===== config.mk =====
export PLATFORM = sky130hd
export DESIGN_NAME = sce_front
export DESIGN_NICKNAME = d
export VERILOG_FILES = /design/src/sv/sce_pkg.sv /design/src/sv/sce_front.sv
export SDC_FILE = /design/constraint.sdc
export NUM_CORES = 1
export LEC_CHECK = 0
export ABC_AREA = 1
export BUFFER_PORTS_ARGS = -buffer_cell sky130_fd_sc_hd__clkbuf_2
export CAP_MARGIN = 20
export CORE_AREA = 3 3 68 86
export DETAILED_ROUTE_END_ITERATION = 7
export DIE_AREA = 0 0 71 89
export GPL_ROUTABILITY_DRIVEN = 0
export GPL_TIMING_DRIVEN = 0
export PLACE_DENSITY = 0.77
export RECOVER_POWER = 100
export SYNTH_ARGS = -nofsm -noshare
export SYNTH_HDL_FRONTEND = slang
export SYNTH_SLANG_ARGS = --single-unit

===== constraint.sdc =====
create_clock -name clk_i -period 7.18 [get_ports clk_i]
set_clock_uncertainty 0.15 [all_clocks]
set_input_delay 0.718 -clock clk_i [delete_from_list [all_inputs] [get_ports clk_i]]
set_output_delay 0.718 -clock clk_i [all_outputs]
set_load 0.01 [all_outputs]

===== src/sv/sce_pkg.sv =====
// ============================================================================
// sce_pkg
// Shared types, codes and constants of the execute unit: operation codes,
// decoded instruction, execute stage payload and result layout.
// ============================================================================
package sce_pkg;

  // Word and store geometry.
  localparam int unsigned DATA_W    = 32;
  localparam int unsigned REG_COUNT = 32;
  localparam int unsigned REG_AW    = 5;
  localparam int unsigned MEM_WORDS = 8192;
  localparam int unsigned MEM_AW    = 13;
  localparam int unsigned FUNC_W    = 4;

  // Stream widths: fields packed from bit 0 up, filled to whole bytes.
  localparam int unsigned IN_DATA_W  = 64;
  localparam int unsigned OUT_DATA_W = 128;
  localparam int unsigned OUT_USER_W = 2;

  // Instruction function codes as they arrive on the input stream.
  localparam logic [FUNC_W-1:0] FUNC_ADD       = 4'd0;
  localparam logic [FUNC_W-1:0] FUNC_SUB       = 4'd1;
  localparam logic [FUNC_W-1:0] FUNC_MUL       = 4'd2;
  localparam logic [FUNC_W-1:0] FUNC_LOAD_REL  = 4'd3;
  localparam logic [FUNC_W-1:0] FUNC_STORE_REL = 4'd4;
  localparam logic [FUNC_W-1:0] FUNC_LOAD_ABS  = 4'd5;
  localparam logic [FUNC_W-1:0] FUNC_STORE_ABS = 4'd6;
  localparam logic [FUNC_W-1:0] FUNC_BNE       = 4'd7;
  localparam logic [FUNC_W-1:0] FUNC_JAL       = 4'd8;

  // Words preloaded into data memory after reset; the last one listed wins.
  localparam logic [MEM_AW-1:0] PRELOAD_A_ADDR = MEM_AW'(4096 % MEM_WORDS);
  localparam logic [MEM_AW-1:0] PRELOAD_B_ADDR = MEM_AW'(4100 % MEM_WORDS);
  localparam logic [MEM_AW-1:0] PRELOAD_C_ADDR = MEM_AW'(5 % MEM_WORDS);
  localparam logic [DATA_W-1:0] PRELOAD_A_VAL  = 32'd10;
  localparam logic [DATA_W-1:0] PRELOAD_B_VAL  = 32'd20;
  localparam logic [DATA_W-1:0] PRELOAD_C_VAL  = 32'd10;

  // Operation class after decode.
  typedef enum logic [2:0] {
    OP_ADD,
    OP_SUB,
    OP_MUL,
    OP_LOAD,
    OP_STORE,
    OP_BNE,
    OP_JAL,
    OP_NOP
  } op_e;

  // Decoded instruction carried from the front end through the queue.
  typedef struct packed {
    op_e               op;
    logic              abs_mode;
    logic [REG_AW-1:0] rd;
    logic [REG_AW-1:0] ra;
    logic [REG_AW-1:0] rb;
    logic [DATA_W-1:0] imm;
    logic [MEM_AW-1:0] abs_addr;
  } sce_item_t;

  // Payload of the memory/writeback stage.
  typedef struct packed {
    logic              rw;
    logic              mw;
    logic              memop;
    logic              load;
    logic              mul;
    logic [REG_AW-1:0] rd;
    logic [DATA_W-1:0] alu;
    logic [MEM_AW-1:0] maddr;
    logic [DATA_W-1:0] sdata;
    logic [DATA_W-1:0] pc;
  } sce_ex_t;

  // One result item.
  typedef struct packed {
    logic [DATA_W-1:0] pc;
    logic              rw;
    logic [REG_AW-1:0] widx;
    logic [DATA_W-1:0] wval;
    logic              mw;
    logic [MEM_AW-1:0] maddr;
    logic [DATA_W-1:0] mval;
  } sce_res_t;

  // Request from the pipeline to the data memory.
  typedef struct packed {
    logic              rd_en;
    logic [MEM_AW-1:0] rd_addr;
    logic              wr_en;
    logic [MEM_AW-1:0] wr_addr;
    logic [DATA_W-1:0] wr_data;
  } sce_mem_req_t;

  // Value of a memory word right after reset.
  function automatic logic [DATA_W-1:0] mem_init_word(input logic [MEM_AW-1:0] addr);
    logic [DATA_W-1:0] val;
    val = '0;
    if (addr == PRELOAD_C_ADDR) begin
      val = PRELOAD_C_VAL;
    end else if (addr == PRELOAD_B_ADDR) begin
      val = PRELOAD_B_VAL;
    end else if (addr == PRELOAD_A_ADDR) begin
      val = PRELOAD_A_VAL;
    end
    return val;
  endfunction

endpackage


===== src/sv/sce_front.sv =====
// ============================================================================
// sce_front
// Input side: accepts instruction beats, decodes the function code into an
// operation class and hands the decoded instruction to the queue.
// ============================================================================
module sce_front import sce_pkg::*; (
  input  logic                 clk_i,
  input  logic                 rst_ni,
  input  logic                 busy_i,
  input  logic                 s_tvalid_i,
  output logic                 s_tready_o,
  input  logic [IN_DATA_W-1:0] s_tdata_i,
  input  logic [FUNC_W-1:0]    s_tuser_i,
  output logic                 push_o,
  output sce_item_t            item_o,
  input  logic                 q_ready_i
);

  logic      f_valid_q;
  sce_item_t f_item_q;
  sce_item_t dec_item;
  logic      accept;

  // Decode the function code and unpack the operand fields.
  always_comb begin
    dec_item          = '0;
    dec_item.op       = OP_NOP;
    dec_item.rd       = s_tdata_i[4:0];
    dec_item.ra       = s_tdata_i[9:5];
    dec_item.rb       = s_tdata_i[14:10];
    dec_item.imm      = s_tdata_i[46:15];
    dec_item.abs_addr = s_tdata_i[59:47];
    unique case (s_tuser_i)
      FUNC_ADD:       dec_item.op = OP_ADD;
      FUNC_SUB:       dec_item.op = OP_SUB;
      FUNC_MUL:       dec_item.op = OP_MUL;
      FUNC_LOAD_REL:  dec_item.op = OP_LOAD;
      FUNC_STORE_REL: dec_item.op = OP_STORE;
      FUNC_LOAD_ABS: begin
        dec_item.op       = OP_LOAD;
        dec_item.abs_mode = 1'b1;
      end
      FUNC_STORE_ABS: begin
        dec_item.op       = OP_STORE;
        dec_item.abs_mode = 1'b1;
      end
      FUNC_BNE:       dec_item.op = OP_BNE;
      FUNC_JAL:       dec_item.op = OP_JAL;
      default:        dec_item.op = OP_NOP;
    endcase
  end

  // One holding register in front of the queue.
  assign s_tready_o = !busy_i && (!f_valid_q || q_ready_i);
  assign accept     = s_tvalid_i && s_tready_o;
  assign push_o     = f_valid_q && q_ready_i;
  assign item_o     = f_item_q;

  always_ff @(posedge clk_i or negedge rst_ni) begin
    if (!rst_ni) begin
      f_valid_q <= 1'b0;
    end else if (accept) begin
      f_valid_q <= 1'b1;
    end else if (push_o) begin
      f_valid_q <= 1'b0;
    end
  end

  always_ff @(posedge clk_i) begin
    if (accept) begin
      f_item_q <= dec_item;
    end
  end

endmodule


== Word-level counts from Yosys, hierarchy flattened ==
Cells that the tools add are included.
W data, S select, Z words.
Cells by class
  equality and inequality tests: 8
  mux-type cells: 4
  reductions and logical operators: 11
Operators by type and width (count)
  $pmux W3 S7: 1
  $eq A4 B3 Y1 const B: 4
  $eq A4 B2 Y1 const B: 2
  $reduce_or A2 Y1: 3
  $eq A4 B1 Y1 const B: 1
  $eq A4 B4 Y1 const B: 1
  $logic_not A4 Y1: 1
  $logic_and A1 B1 Y1: 3
  $mux W1: 3
  $logic_not A1 Y1: 2
  $reduce_bool A2 Y1: 1
  $logic_or A1 B1 Y1: 1
Word-level totals
  register bits: 65
  bits of input ports: 73
  logic and storage cells: 31

== Logic depth before layout (Yosys ltp) ==
  depth after elaboration: 5
  depth in mapped cells: 5
  depth with buffers taken out: 5

== Worst setup path before layout ==
Ideal clock, no wire load.
  path kind: input port to flip-flop
  start: in busy_i
  end: reg f_item_q (netlist bit item_o[0]), enable pin
  arrival time: 5.182 ns
  required time: 6.465 ns
  path slack: 1.282 ns
  stages: 1
  path buffers: 0
  cell sequence: nor3_1
Between the ends
  cells in the longest elaborated chain, start to end: 3
RTL lines
  from (decl): RTL line sce_front.sv:9  | input logic busy_i,
  $logic_not A1 Y1: RTL line sce_front.sv:54  | assign s_tready_o = !busy_i && (!f_valid_q || q_ready_i);
  $logic_and A1 B1 Y1: RTL line sce_front.sv:54
  $logic_and A1 B1 Y1: RTL line sce_front.sv:55  | assign accept = s_tvalid_i && s_tready_o;
  to (signal assigned): RTL line sce_front.sv:71  | f_item_q <= dec_item;
  to (decl): RTL line sce_front.sv:20  | sce_item_t f_item_q;
Every way passes these cells.
A chain may end at the register's enable or synchronous reset.

== Worst setup path after layout ==
  start: in q_ready_i
  end: reg f_item_q (netlist bit item_o[50]), enable pin
Between the ends
  cells in the longest elaborated chain, start to end: 3
RTL lines
  from (decl): RTL line sce_front.sv:16  | input logic q_ready_i
  $logic_or A1 B1 Y1: RTL line sce_front.sv:54
  $logic_and A1 B1 Y1: RTL line sce_front.sv:54
  $logic_and A1 B1 Y1: RTL line sce_front.sv:55
  net accept: RTL line sce_front.sv:22  | logic accept;
The timed path passes the listed nets, and every way through them passes these cells.

==> metrics.txt <==
run status=finished, final reports clean; sequential fraction of design power=between 50% and 60%; Synth warnings=0; synthesized net count=160; Yosys reg bits=65; worst-path fanout max=15; Tcrit/Tclk final=44.2%; Nets=311; clk root buf=clkbuf_8; CTS tree=done; Area after DPL=2850 um^2; initial antenna violation count=0; clk buf depth=2; DR pass1 iterations=4; LEAKAGE=approximately 1.2 nW; Clk network pwr share=~42%; Reg2Reg Depth=6; post-synth top area share=between 90% and 100%; critical setup path kind=in2reg; WP data arrival=between 2 and 3 ns; Final TNS setup=0 ns; Detailed Place HPWL=about 3700 um; core area=just over 5000 um^2; Die Y=approximately 89 um; Fill cells=453; fin area=approximately 3000 um^2; critical path endpoint category=flop; Initial Utilization=between 40% and 50%; RSZ-0062 raised after global routing=no; Hold EP=item_o[31]; combinational power share=under 10%; Worst-path clk slew=approximately 0.070 ns; gr usage total=between 10% and 20%; flop2flop setup slack=4.09 ns; CP startpoint=q_ready_i; first-pass GRT wire length=~6600 um; DIE WIDTH=roughly 71 um; post-CTS resize count=0; Avg Inst Size Synth=about 23 um^2; Reg-to-Reg Start=f_valid_q; hold buffer count at CTS=1; CP required=6.98 ns; Max H-tree Level=3; fraction of power spent switching nets=between 10% and 20%; total grt overflow=0; Slew headroom=roughly half; switching power=between 0.15 and 0.2 mW; DRT iter0 DRCs=70; # diodes=0; share of cells above drive strength 1=around a third; post-layout util=roughly three fifths; Via-to-Cell Ratio=4.31; Synth area leaders=edfxtp_1 94%, nand2_1 1.8%, dfrtp_1 1.2%; Max Freq=roughly 320 MHz; Core Rows=29; Max Slew Vio Count=0; Ports=139; clock latency on the worst-skew pair=about 0.32 ns; Residual DRC=0; number of antenna-violating nets in the routed design=0; Slew @ Worst Pin=~0.76 ns; Hold Fails Final Rpt=0; total power=0.851 mW; internal power=0.689 mW; largest net degree at the start of global routing=16; Mapped Cells=87; # Post-CTS Setup Buffers=0; synth unique cells=9; clk sinks=between 60 and 70; leading cell type in the layout, fill and taps excluded=clkbuf_1; vias in the first global route=1350; VDD IR max=0.157 mV; Syn Std Cell Area=2040 um^2; IO Port Bufs=between 100 and 150; CTS buffer count=9; Post-Place Worst Slack=between 5 and 6 ns; R2R Path End=item_o[50]; setup violators final=0; vias post-DR=between 1k and 1.5k; Seq/Total Area, Yosys=about 96%; min-delay worst type=in2reg; CP Launch Type=primary input; final WL=between 4000 and 5000 um; most frequent cells in the layout=75 x clkbuf_1, 66 x clkbuf_2, 64 x edfxtp_1; total of max-cap violations=0; Power Density=approximately 290 nW/um^2; Die ar.=6320 um^2; Tmin final=3.17 ns; Worst Hold Depth=1; post-synth top area cell=edfxtp_1; Layout area overhead=45.5%; Final Worst Setup Slack=between 4 and 5 ns; hold path startpoint=s_tdata_i[33]; DR WL/cell=around 15 um
[power by group through the flow]
stage	clock network (mW)	logic [mW]	registers, mW
2_1_floorplan	0	0.00960	0.460
3_3_place_gp	0	0.0523	0.452
3_5_place_dp	0	0.0587	0.449
4_1_cts	0.370	0.0592	0.441
5_1_grt	0.387	0.0566	0.442
6_report	0.359	0.0511	0.441
[metrics by stage]
stage / cells / hold slack, ns
after floorplan: 87 / 0.272
after global placement: 283 / 0.343
after detailed placement: 288 / 0.344
after CTS: 305 / 0.389
after global routing: 305 / 0.387
final: 305 / 0.412
[area by class of cell]
class | instances | area [um^2] | area share (%)
multi-input cells | 16 | 67.6 | 2.28
clock inverters | 5 | 104 | 3.50
flip-flops and latches | 65 | 1950 | 65.7
well taps | 62 | 77.6 | 2.62
clock buffers | 11 | 131 | 4.43
inverters | 6 | 22.5 | 0.760
repair buffers | 140 | 614 | 20.7
[Yosys cell counts (all sizes together)]
| library cell | n |
|---|---|
| or2 | 1 |
| nor2 | 2 |
| o22ai | 1 |
| edfxtp | 64 |
| nand2 | 10 |
| inv | 6 |
| a21oi | 1 |
| nor3 | 1 |
| dfrtp | 1 |
[registers in the layout, indices dropped and copies added (netlist names)]
register and cells:
f_valid_q 1, item_o 64
[logic make-up (layout without fill, tap and decap cells)]
family | Yosys count | in the layout | synth area share (%)
simple gates | 14 | 14 | 2.76
compound gates | 2 | 2 | 0.553
flops | 65 | 65 | 95.6
buf+inv | 6 | 162 | 1.11
[critical path: stages]
cell	delay (ns)
clkbuf_1	0.12
nor2_1	0.08
nor3_1	0.27
clkbuf_1	0.54
clkbuf_1	0.59
clkbuf_1	0.65
[worst max path at each step]
stage | cells past startpoint | endpoint | slack, ns
2_1_floorplan | 1 | item_o[0] | 1.28
3_3_place_gp | 3 | item_o[40] | -0.15
3_5_place_dp | 5 | item_o[40] | 5.00
4_1_cts | 4 | s_tready_o | 5.14
5_1_grt | 6 | item_o[50] | 3.73
6_report | 6 | item_o[50] | 4.01
[layer usage]
metal,vias to the layer above,share of wire (%),track usage [%]
li1,631,-,-
met1,602,34,15.2
met2,72,55,25.1
met3,10,8.9,4.95
met4,0,1.9,10.6
met5,-,0,0
Power figures use the tool's default switching activity.
