--- src/sv/sce_pkg.sv ---
// ============================================================================
// sce_pkg
// Shared types, codes and constants of the execute unit: operation codes,
// decoded instruction, execute stage payload and result layout.
// ============================================================================
package sce_pkg;

  // Word and store geometry.
  localparam int unsigned DATA_W    = 32;
  localparam int unsigned REG_COUNT = 32;
  localparam int unsigned REG_AW    = 5;
  localparam int unsigned MEM_WORDS = 8192;
  localparam int unsigned MEM_AW    = 13;
  localparam int unsigned FUNC_W    = 4;

  // Stream widths: fields packed from bit 0 up, filled to whole bytes.
  localparam int unsigned IN_DATA_W  = 64;
  localparam int unsigned OUT_DATA_W = 128;
  localparam int unsigned OUT_USER_W = 2;

  // Instruction function codes as they arrive on the input stream.
  localparam logic [FUNC_W-1:0] FUNC_ADD       = 4'd0;
  localparam logic [FUNC_W-1:0] FUNC_SUB       = 4'd1;
  localparam logic [FUNC_W-1:0] FUNC_MUL       = 4'd2;
  localparam logic [FUNC_W-1:0] FUNC_LOAD_REL  = 4'd3;
  localparam logic [FUNC_W-1:0] FUNC_STORE_REL = 4'd4;
  localparam logic [FUNC_W-1:0] FUNC_LOAD_ABS  = 4'd5;
  localparam logic [FUNC_W-1:0] FUNC_STORE_ABS = 4'd6;
  localparam logic [FUNC_W-1:0] FUNC_BNE       = 4'd7;
  localparam logic [FUNC_W-1:0] FUNC_JAL       = 4'd8;

  // Words preloaded into data memory after reset; the last one listed wins.
  localparam logic [MEM_AW-1:0] PRELOAD_A_ADDR = MEM_AW'(4096 % MEM_WORDS);
  localparam logic [MEM_AW-1:0] PRELOAD_B_ADDR = MEM_AW'(4100 % MEM_WORDS);
  localparam logic [MEM_AW-1:0] PRELOAD_C_ADDR = MEM_AW'(5 % MEM_WORDS);
  localparam logic [DATA_W-1:0] PRELOAD_A_VAL  = 32'd10;
  localparam logic [DATA_W-1:0] PRELOAD_B_VAL  = 32'd20;
  localparam logic [DATA_W-1:0] PRELOAD_C_VAL  = 32'd10;

  // Operation class after decode.
  typedef enum logic [2:0] {
    OP_ADD,
    OP_SUB,
    OP_MUL,
    OP_LOAD,
    OP_STORE,
    OP_BNE,
    OP_JAL,
    OP_NOP
  } op_e;

  // Decoded instruction carried from the front end through the queue.
  typedef struct packed {
    op_e               op;
    logic              abs_mode;
    logic [REG_AW-1:0] rd;
    logic [REG_AW-1:0] ra;
    logic [REG_AW-1:0] rb;
    logic [DATA_W-1:0] imm;
    logic [MEM_AW-1:0] abs_addr;
  } sce_item_t;

  // Payload of the memory/writeback stage.
  typedef struct packed {
    logic              rw;
    logic              mw;
    logic              memop;
    logic              load;
    logic              mul;
    logic [REG_AW-1:0] rd;
    logic [DATA_W-1:0] alu;
    logic [MEM_AW-1:0] maddr;
    logic [DATA_W-1:0] sdata;
    logic [DATA_W-1:0] pc;
  } sce_ex_t;

  // One result item.
  typedef struct packed {
    logic [DATA_W-1:0] pc;
    logic              rw;
    logic [REG_AW-1:0] widx;
    logic [DATA_W-1:0] wval;
    logic              mw;
    logic [MEM_AW-1:0] maddr;
    logic [DATA_W-1:0] mval;
  } sce_res_t;

  // Request from the pipeline to the data memory.
  typedef struct packed {
    logic              rd_en;
    logic [MEM_AW-1:0] rd_addr;
    logic              wr_en;
    logic [MEM_AW-1:0] wr_addr;
    logic [DATA_W-1:0] wr_data;
  } sce_mem_req_t;

  // Value of a memory word right after reset.
  function automatic logic [DATA_W-1:0] mem_init_word(input logic [MEM_AW-1:0] addr);
    logic [DATA_W-1:0] val;
    val = '0;
    if (addr == PRELOAD_C_ADDR) begin
      val = PRELOAD_C_VAL;
    end else if (addr == PRELOAD_B_ADDR) begin
      val = PRELOAD_B_VAL;
    end else if (addr == PRELOAD_A_ADDR) begin
      val = PRELOAD_A_VAL;
    end
    return val;
  endfunction

endpackage

--- src/sv/sce_queue.sv ---
// ============================================================================
// sce_queue
// Short FIFO of decoded instructions between the front end and the
// execute pipeline.
// ============================================================================
module sce_queue import sce_pkg::*; #(
  parameter int unsigned DEPTH = 4
) (
  input  logic      clk_i,
  input  logic      rst_ni,
  input  logic      push_i,
  input  sce_item_t item_i,
  output logic      ready_o,
  input  logic      pop_i,
  output logic      valid_o,
  output sce_item_t item_o
);

  localparam int unsigned PTR_W = (DEPTH > 1) ? $clog2(DEPTH) : 1;
  localparam int unsigned CNT_W = $clog2(DEPTH + 1);
  localparam logic [PTR_W-1:0] LAST_PTR = PTR_W'(DEPTH - 1);
  localparam logic [CNT_W-1:0] FULL_CNT = CNT_W'(DEPTH);

  sce_item_t        slot_q [DEPTH];
  logic [PTR_W-1:0] wr_ptr_q;
  logic [PTR_W-1:0] rd_ptr_q;
  logic [CNT_W-1:0] count_q;

  assign ready_o = (count_q != FULL_CNT);
  assign valid_o = (count_q != '0);
  assign item_o  = slot_q[rd_ptr_q];

  // Pointers and fill level.
  always_ff @(posedge clk_i or negedge rst_ni) begin
    if (!rst_ni) begin
      wr_ptr_q <= '0;
      rd_ptr_q <= '0;
      count_q  <= '0;
    end else begin
      if (push_i) begin
        wr_ptr_q <= (wr_ptr_q == LAST_PTR) ? '0 : wr_ptr_q + 1'b1;
      end
      if (pop_i) begin
        rd_ptr_q <= (rd_ptr_q == LAST_PTR) ? '0 : rd_ptr_q + 1'b1;
      end
      if (push_i && !pop_i) begin
        count_q <= count_q + 1'b1;
      end else if (pop_i && !push_i) begin
        count_q <= count_q - 1'b1;
      end
    end
  end

  // Entry storage.
  always_ff @(posedge clk_i) begin
    if (push_i) begin
      slot_q[wr_ptr_q] <= item_i;
    end
  end

  // The fill level never goes past the depth.
  assert property (@(posedge clk_i) disable iff (!rst_ni) count_q <= FULL_CNT)
    else $error("queue fill level exceeds depth");

  // Nothing is taken from an empty queue, nothing written into a full one.
  assert property (@(posedge clk_i) disable iff (!rst_ni)
                   !(pop_i && !valid_o) && !(push_i && !ready_o))
    else $error("queue overrun or underrun");

  // An empty queue has its pointers together.
  assert property (@(posedge clk_i) disable iff (!rst_ni)
                   (count_q == '0) |-> (rd_ptr_q == wr_ptr_q))
    else $error("queue pointers disagree with fill level");

endmodule

--- config.mk ---
export PLATFORM = sky130hd
export DESIGN_NAME = sce_queue
export DESIGN_NICKNAME = d
export VERILOG_FILES = /design/src/sv/sce_pkg.sv /design/src/sv/sce_queue.sv
export SDC_FILE = /design/constraint.sdc
export NUM_CORES = 1
export LEC_CHECK = 0
export BUFFER_PORTS_ARGS = -buffer_cell sky130_fd_sc_hd__buf_2
export CAP_MARGIN = 20
export CORE_UTILIZATION = 55
export DETAILED_ROUTE_END_ITERATION = 8
export MAX_ROUTING_LAYER = met4
export PLACE_DENSITY = 0.77
export SLEW_MARGIN = 40
export SYNTH_ARGS = -nofsm -noshare
export SYNTH_HDL_FRONTEND = slang
export SYNTH_SLANG_ARGS = --single-unit
--- constraint.sdc ---
create_clock -name clk_i -period 6.2 [get_ports clk_i]
set_input_delay 0.31 -clock clk_i [delete_from_list [all_inputs] [get_ports clk_i]]
set_output_delay 0.31 -clock clk_i [all_outputs]
set_load 0.01 [all_outputs]
* Word level (Yosys, flattened, before mapping)
Memory sizes are Yosys's and may differ from the RTL's.
Index checks and enable logic that the tools add are counted.
** Cells by class
- $add $sub $neg :: 4
- Multipliers :: 0
- Divide/modulo/power cells :: 0
- Order comparisons :: 0
- Equality and inequality tests :: 3
- Shifts and indexed selects :: 0
- Mux-type cells :: 6
- Bitwise logic cells :: 0
- Reduce and logical (&&, ||, !) cells :: 6
** Operators by type and width (count)
- 3-bit 2-to-1 mux :: 2
- 2-bit by 1-bit adder with 2-bit output (second input constant) :: 2
- 2-bit == test (second input constant) :: 2
- 2-bit 2-to-1 mux :: 2
- 3-bit by 1-bit adder with 3-bit output (second input constant) :: 1
- 3-bit inequality test (second input constant) :: 1
- 3-bit nonzero test :: 1
- 3-bit by 1-bit subtractor with 3-bit output (second input constant) :: 1
- 1-bit logical AND :: 2
- 1-bit zero test :: 2
- 1-bit 2-to-1 mux :: 2
- 2-bit nonzero test :: 1
** Word-level totals
- Flip-flop bits (word level) :: 7
- Bits in latches :: 0
- RAM bits :: 256
- Memory bits (read-only) :: 0
- Input port bits :: 68
- Output and inout bits :: 66
- Logic and storage cells :: 23
- Memories :: 1
** Memories
- slot_q :: words 4, bits a word 64, read ports 1, clocked after Yosys merged registers in 0, write ports 1, RTL line sce_queue.sv:24 : sce_item_t slot_q [DEPTH];

* Logic depth before layout (Yosys ltp)
Gate-level depths: netlist (run 1).
- Word-level depth :: 4
- Depth in mapped cells :: 7
- Mapped depth without buffers :: 7

* Least setup slack after synthesis (run 1)
Ideal clock, no wire load.
- Kind :: register -> register
- Start point :: reg wr_ptr_q[0]
- End point :: mem slot_q[0][0] (netlist name) (enable)
- Arrival :: 2.129 ns
- Path slack :: 3.643 ns
- Stages on the path, launching flop included :: 4
- Path buffers :: 0
- Period minus slack after synthesis :: 2.557 ns
- Path through :: dfrtp_1 > inv_1 > ha_1 > and2_1
** RTL lines
- start, declared :: RTL line sce_queue.sv:25 : logic [PTR_W-1:0] wr_ptr_q;
- start signal, assigned :: RTL line sce_queue.sv:41 : wr_ptr_q <= (wr_ptr_q == LAST_PTR) ? '0 : wr_ptr_q + 1'b1;
- end, declared :: RTL line sce_queue.sv:24
No word-level cell before the write port.

==> results.py, run 1 <==
metrics = {
    "floorplanning": {
        "top_level_ports": 134,
        "die_area_um2": 18100,
        "die_w_um": 134,
        "coreArea_um2": 17200,
        "die_h_um": 134,
        "rows": 48,
        "start_util": 0.560,
    },
    "run": {
        "cap_viol_max_count": 0,
    },
    "clocking": {
        "clock_path_buffers": 3,
        "h-tree-depth": 1,
        "clk_pin_slew_ns": 0.06,
        "cts_setup_buffers": 0,
        "numCtsBuffers": 26,
        "cts_tree": "yes",
        "clock_latency_ns": 0.51,
        "cts_root_buf": "clkbuf_16",
        "clock-sinks": 263,
    },
    "power_and_ir_drop": {
        "p_clk_frac": 0.288,
        "pwr-share-seq": 0.449,
        "p_switching_mw": 1.48,
        "peakVddDrop_mv": 0.306,
        "p_leak_nw": 4.13,
        "switching_share": 0.272,
        "combPwrFrac": 0.263,
        "internal_power_mw": 3.97,
        "power_density_nw_per_um2": 459,
    },
    "critical_path": {
        "path_buf_inv": 2,
        "cp-start-kind": "flop",
        "path_cells": "buf_4 -> mux4_2 -> buf_2",
        "critPathMaxFanout": 35,
        "critPathSlowestCell": "dfrtp_4",
        "critPathRequiredTime_ns": 5.89,
        "slowest_delay_ns": 0.89,
        "r2r_slack_ns": 3.91,
        "cp_data_arrival_time_ns": 2.87,
        "critical_path.top_delay_family": "flip-flops",
        "worst-setup-path-type": "reg -> out",
        "endpoint_kind": "primary output",
    },
    "layout": {
        "fin_nets": 634,
        "stdcell_count": 802,
        "syn2layout_area_growth_pct": 23.2,
        "drive_gt1_frac": 0.440,
        "diodes": 0,
    },
    "synth": {
        "yosysTopAreaCell": "edfxtp_1",
        "ys_seq_area_frac": 0.815,
        "synth_seq_cells": 263,
        "synth_ff_type": "edfxtp_1",
        "ys_async_sr_fraction": 0.0266,
        "synth_area_leaders": "edfxtp_1, mux4_2, dfrtp_1",
        "yosysUniqueCellTypes": 18,
        "synth.top_cell.area_share": 0.797,
        "syn_area_um2": 9650,
        "synth_commonest_cells": "edfxtp_1, mux4_2, dfrtp_1",
        "synth_nets": 447,
        "avgSynthCellArea_um2": 25.9,
        "syn_inst": 372,
        "synth_edf_count": 256,
        "yosysMostFrequentCell": "edfxtp_1",
        "ys_warn_count": 0,
    },
    "sta": {
        "slew_viol_final": 0,
        "hold_violations": 0,
        "slew_headroom": 0.530,
        "tightest_slew_ns": 0.704,
        "rsz0062_at_grt": "no",
        "tns_ns": 0,
        "period_minus_slack_ns": 3.18,
        "finalSetupViolations": 0,
        "fin_crit_sh": 0.513,
        "fin_skew_ns": 0.00403,
        "fmax_ghz": 0.314,
        "whs_ns": 0.0133,
    },
    "global_routing": {
        "grt_usage": 0.206,
        "grt_max_degree": 36,
        "grt_pass1_wl_mm": 26.8,
        "grt_pass1_vias": 4818,
        "met3_usage": 0.0416,
        "use_met2": 0.338,
        "use_met1": 0.268,
        "antenna_found_initial": 0,
        "grt.overflow.total": 0,
        "top_usage_layer": "met2",
    },
    "drt": {
        "route.antenna.remaining_nets": 0,
        "drc": 0,
        "wl_mm": 17.3,
        "drtIter0Drc": 296,
        "routed-via-count": 4487,
        "first_pass_iters": 6,
        "wl_per_cell_um": 21.5,
        "viasPerCell": 5.59,
    },
    "placement": {
        "gp_congestion": 0.686,
        "dp_hpwl_mm": 10.3,
        "placed_cells": 727,
        "io_buffer_count": 133,
    },
    "worst_hold_path": {
        "min_path_type": "in -> reg",
    },
    "status": {
        "status": "completed",
    },
}
worst register-to-register path: stages, from the launching register on:
cell and delay, ns:
dfrtp_4 0.89, buf_4 0.69, ha_1 0.35, mux2_2 0.25
cells by family (layout without fill, tap and decap cells):
group | after synthesis | count (layout) | synth area share
flops | 263 | 263 | 0.815
mux | 67 | 67 | 0.153
buf+inv | 18 | 223 | 0.0124
simple gates | 12 | 12 | 0.00597
fa+ha+maj | 7 | 7 | 0.00986
xor+xnor | 3 | 3 | 0.00272
compound gates | 2 | 2 | 0.00104
path summary, 6_finish.rpt:
kind	from	end	cells after the start
min in group asynchronous	rst_ni	rd_ptr_q[1]	2
setup / recovery	rd_ptr_q[0]	item_o[42]	3
hold reg to reg	count_q[2]	count_q[2]	1
max in group asynchronous	rst_ni	rd_ptr_q[0]	2
hold / removal	item_i[29]	slot_q[2][29]	1
setup reg to reg	rd_ptr_q[0]	rd_ptr_q[1]	3
per-layer routing:
layer  share of wire  up-vias
li1                -     1965
met1            0.40     2338
met2            0.52      155
met3           0.060       29
met4           0.019        0
met5               0        -
cells in the final DEF (no fill, tap or decap), types with 2 or more instances in the layout:
| cell type | count |
|---|---|
| clkbuf_1 | 5 |
| clkinv_2 | 6 |
| mux4_2 | 64 |
| nand2_1 | 3 |
| dfrtp_4 | 2 |
| buf_2 | 133 |
| xor2_1 | 2 |
| bufinv_16 | 4 |
| buf_12 | 7 |
| mux2_2 | 3 |
| inv_1 | 4 |
| dlygate4sd3_1 | 29 |
| edfxtp_1 | 256 |
| o21ai_0 | 2 |
| ha_1 | 6 |
| buf_16 | 3 |
| clkinv_1 | 4 |
| clkbuf_16 | 27 |
| and2_4 | 4 |
| dfrtp_1 | 5 |
| nor2_1 | 4 |
sequential cells by signal (all words and copies together), names as in the netlist:
signal    flops
wr_ptr_q      2
count_q       3
slot_q      256
rd_ptr_q      2
metrics by stage:
| stage | util | setup WS [ns] | area, um2 | total power [mW] |
|---|---|---|---|---|
| after floorplan | - | 3.64 | 9650 | 3.39 |
| after global placement | 0.610 | 3.46 | 10500 | 3.82 |
| after detailed placement | 0.623 | 3.45 | 10700 | 3.95 |
| after CTS | 0.690 | 2.89 | 11900 | 5.53 |
| after global routing | 0.690 | 2.79 | 11900 | 5.69 |
| final | 0.690 | 3.02 | 11900 | 5.46 |
repair_timing:
action	CTS	global route
hold endpoints to repair	109	0
resized for setup	0	0
hold buffers	29	0
endpoints found under the setup margin	0	0
power by group through the flow:
stage          Clock, mW  Sequential [mW]  Combinational (mW)
2_1_floorplan          0             2.38                1.00
3_3_place_gp           0             2.54                1.28
3_5_place_dp           0             2.50                1.45
4_1_cts             1.60             2.46                1.47
5_1_grt             1.66             2.49                1.55
6_report            1.57             2.45                1.44
area by class of cell:
| type | count | area, um2 |
|---|---|---|
| clock buffer | 32 | 694 |
| clock inverter | 14 | 165 |
| fill | 1061 | 5350 |
| inverter | 4 | 15.0 |
| multi-input combinational | 91 | 1670 |
| sequential | 263 | 7870 |
| tap | 225 | 282 |
| timing repair buffer | 173 | 1190 |
No activity file was read; power rests on OpenSTA's default activity.
==> inputs of run 2 (changes only) <==
--- a/config.mk
+++ b/config.mk
@@ -5,12 +5,13 @@
 export SDC_FILE = /design/constraint.sdc
 export NUM_CORES = 1
 export LEC_CHECK = 0
+export ABC_AREA = 1
 export BUFFER_PORTS_ARGS = -buffer_cell sky130_fd_sc_hd__buf_2
 export CAP_MARGIN = 20
 export CORE_UTILIZATION = 55
 export DETAILED_ROUTE_END_ITERATION = 8
 export MAX_ROUTING_LAYER = met4
-export PLACE_DENSITY = 0.77
+export PLACE_DENSITY = 0.76
 export SLEW_MARGIN = 40
 export SYNTH_ARGS = -nofsm -noshare
 export SYNTH_HDL_FRONTEND = slang
==> constraint.sdc (replaced) <==
create_clock -name clk_i -period 2.99 [get_ports clk_i]
set_input_delay 0.1495 -clock clk_i [delete_from_list [all_inputs] [get_ports clk_i]]
set_output_delay 0.1495 -clock clk_i [all_outputs]
set_load 0.01 [all_outputs]
==> run 2 against run 1 <==
  * Combinational power up 150%
  * Register-to-register slack lost 3.0 ns
  * Hold slack better by 0.36 ns
  * Critical path depth rose by 3
  * Via count grew 46%
  * Setup slack got worse by 2.5 ns
  * Synthesized cell count up 120%
  * Sequential cell count is the same
  * Core utilization is 0.063 points higher
  * Largest power group unchanged
==> results.py, run 2 <==
metrics = {
    "drt": {
        "drtIter0Drc": 447,
        "routed-via-count": 6569,
        "wl_mm": 21.4,
        "route.antenna.remaining_nets": 0,
        "viasPerCell": 5.13,
        "first_pass_iters": 5,
        "wl_per_cell_um": 16.7,
        "drc": 0,
    },
    "clocking": {
        "post_cts_resized": 0,
        "clock_path_buffers": 3,
        "cts_hold_buf": 68,
        "numCtsBuffers": 26,
        "clk_pin_slew_ns": 0.06,
        "cts_setup_buffers": 0,
        "cts_root_buf": "clkbuf_16",
        "cts_tree": "yes",
        "clock-sinks": 263,
        "h-tree-depth": 1,
        "clock_latency_ns": 0.52,
    },
    "synth": {
        "yosysMostFrequentCell": "edfxtp_1",
        "ys_warn_count": 0,
        "ys_seq_area_frac": 0.738,
        "synth_commonest_cells": "edfxtp_1, nand2_1, inv_1",
        "yosysTopAreaCell": "edfxtp_1",
        "syn_inst": 800,
        "syn_area_um2": 10700,
        "synth_ff_type": "edfxtp_1",
        "synth_nets": 875,
        "synth_edf_count": 256,
        "synth_seq_cells": 263,
        "ys_async_sr_fraction": 0.0266,
        "yosysUniqueCellTypes": 16,
        "synth_area_leaders": "edfxtp_1, o211ai_1, nand2_1",
        "avgSynthCellArea_um2": 13.3,
        "synth.top_cell.area_share": 0.721,
    },
    "power_and_ir_drop": {
        "peakVddDrop_mv": 0.702,
        "power_density_nw_per_um2": 908,
        "p_leak_nw": 5.31,
    },
    "run": {
        "cap_viol_max_count": 0,
    },
    "floorplanning": {
        "top_level_ports": 134,
        "start_util": 0.566,
        "rows": 50,
        "die_h_um": 141,
        "die_w_um": 141,
        "coreArea_um2": 18800,
        "die_area_um2": 19900,
    },
    "layout": {
        "largest_register": "slot_q",
        "design_area_um2": 13000,
        "largest_reg_flops": 256,
        "final_common_cell": "edfxtp_1",
        "drive_gt1_frac": 0.184,
        "syn2layout_area_growth_pct": 21.9,
        "biggestRegsByFlops": "slot_q x256, count_q x3",
        "stdcell_count": 1280,
        "fillers": 1230,
        "fin_nets": 1074,
        "layout_common_cells": "edfxtp_1, nand2_1, inv_1, buf_2, o211ai_1",
    },
    "placement": {
        "io_buffer_count": 133,
        "gp_congestion": 0.728,
        "post-place-ws_ns": 0.876,
        "placed_cells": 1163,
        "placedInstanceArea_um2": 11400,
        "dp_hpwl_mm": 11.9,
    },
    "global_routing": {
        "grt.overflow.total": 0,
        "grt_usage": 0.227,
        "grt_max_degree": 96,
        "grt_pass1_vias": 6650,
        "antenna_found_initial": 1,
        "grt_pass1_wl_mm": 33.5,
    },
    "sta": {
        "fin_skew_ns": 0.00729,
        "rsz0062_at_grt": "no",
        "fmax_ghz": 0.402,
        "slew_headroom": 0.461,
        "slew_viol_final": 0,
        "hold_violations": 0,
        "tns_ns": 0,
        "finalSetupViolations": 0,
        "fin_crit_sh": 0.832,
        "tightest_slew_ns": 0.808,
        "period_minus_slack_ns": 2.49,
        "fin_ws_ns": 0.503,
    },
    "worst_hold_path": {
        "min_path_type": "in -> reg",
    },
    "status": {
        "status": "completed",
    },
    "critical_path": {
        "critPathMaxFanout": 95,
        "critPathRequiredTime_ns": 2.84,
        "worst-setup-path-type": "reg -> out",
        "endpoint_kind": "primary output",
        "cp_data_arrival_time_ns": 2.34,
        "cp-start-kind": "flop",
    },
}
[run 2: cell count changes in the layout (fill, tap and decap cells not counted), moves of 3 or more]
cell / delta
mux4_2: -64
mux2_2: -3
o21ai_0: +3
buf_4: +6
nand2_1: +202
and2_4: -4
buf_16: -3
nand3_1: +3
clkbuf_1: -3
inv_1: +133
dlygate4sd3_1: +39
clkinv_1: +6
o211ai_1: +128
[run 2: final timing paths]
check / start / to / slack [ns] / depth (start not counted)
setup / recovery: rd_ptr_q[0] / item_o[58] / 0.50 / 6
setup reg to reg: wr_ptr_q[0] / slot_q[0][0] / 0.90 / 5
max in group asynchronous: rst_ni / rd_ptr_q[1] / 2.09 / 3
min in group asynchronous: rst_ni / wr_ptr_q[1] / 0.60 / 3
hold reg to reg: count_q[2] / count_q[2] / 0.51 / 2
hold / removal: item_i[52] / slot_q[3][52] / 0.38 / 2
[run 2: final cells by class]
class / instances / area [um2] / share of cell area
clock inverters: 19 / 189 / 0.0145
well taps: 260 / 325 / 0.0250
inverters: 143 / 547 / 0.0421
flip-flops and latches: 263 / 7860 / 0.605
diodes: 1 / 2.50 / 0.000193
repair buffers: 213 / 1500 / 0.115
multi-input cells: 352 / 1890 / 0.145
clock buffers: 29 / 683 / 0.0526
[run 2: cell families (layout without fill, tap and decap cells)]
family / after synthesis / after routing / share of synthesized area
DFF: 263 / 263 / 0.738
xor gates and xnor gates: 1 / 1 / 0.000822
AOI/OAI and AO/OA: 133 / 133 / 0.0925
adders and majority gates: 7 / 7 / 0.00892
and+or+nand+nor: 211 / 211 / 0.0749
buffers and inverters: 185 / 404 / 0.0852
other: 0 / 1 / 0
[run 2: power breakdown]
part           total, mW  internal, mW  switching (mW)
clock network       3.30          1.98            1.32
registers           4.90          4.73           0.166
logic               3.60          1.24            2.37
[run 2: critical path, stage by stage, from the launching register on]
cell and delay, ns:
dfrtp_1 0.43, inv_6 0.50, buf_4 0.39, nand2_1 0.11
o211ai_1 0.09, nand2_1 0.10, buf_2 0.15
[run 2: metrics by stage]
step                total power, mW  hold WS, ns   util
floorplan                      7.41       -0.146      -
global placement               8.39     -0.00257  0.608
detailed placement             8.50      0.00495  0.608
CTS                            11.9        0.362  0.690
global route                   12.4        0.382  0.690
finish                         11.8        0.377  0.690
[run 2: metal layers]
| metal | GRT usage | wire length, um |
|---|---|---|
| met3 | 0.0363 | 1200 |
| met4 | 0.0881 | 658 |
| met5 | - | 0 |
| met1 | 0.268 | 8550 |
| met2 | 0.390 | 11000 |
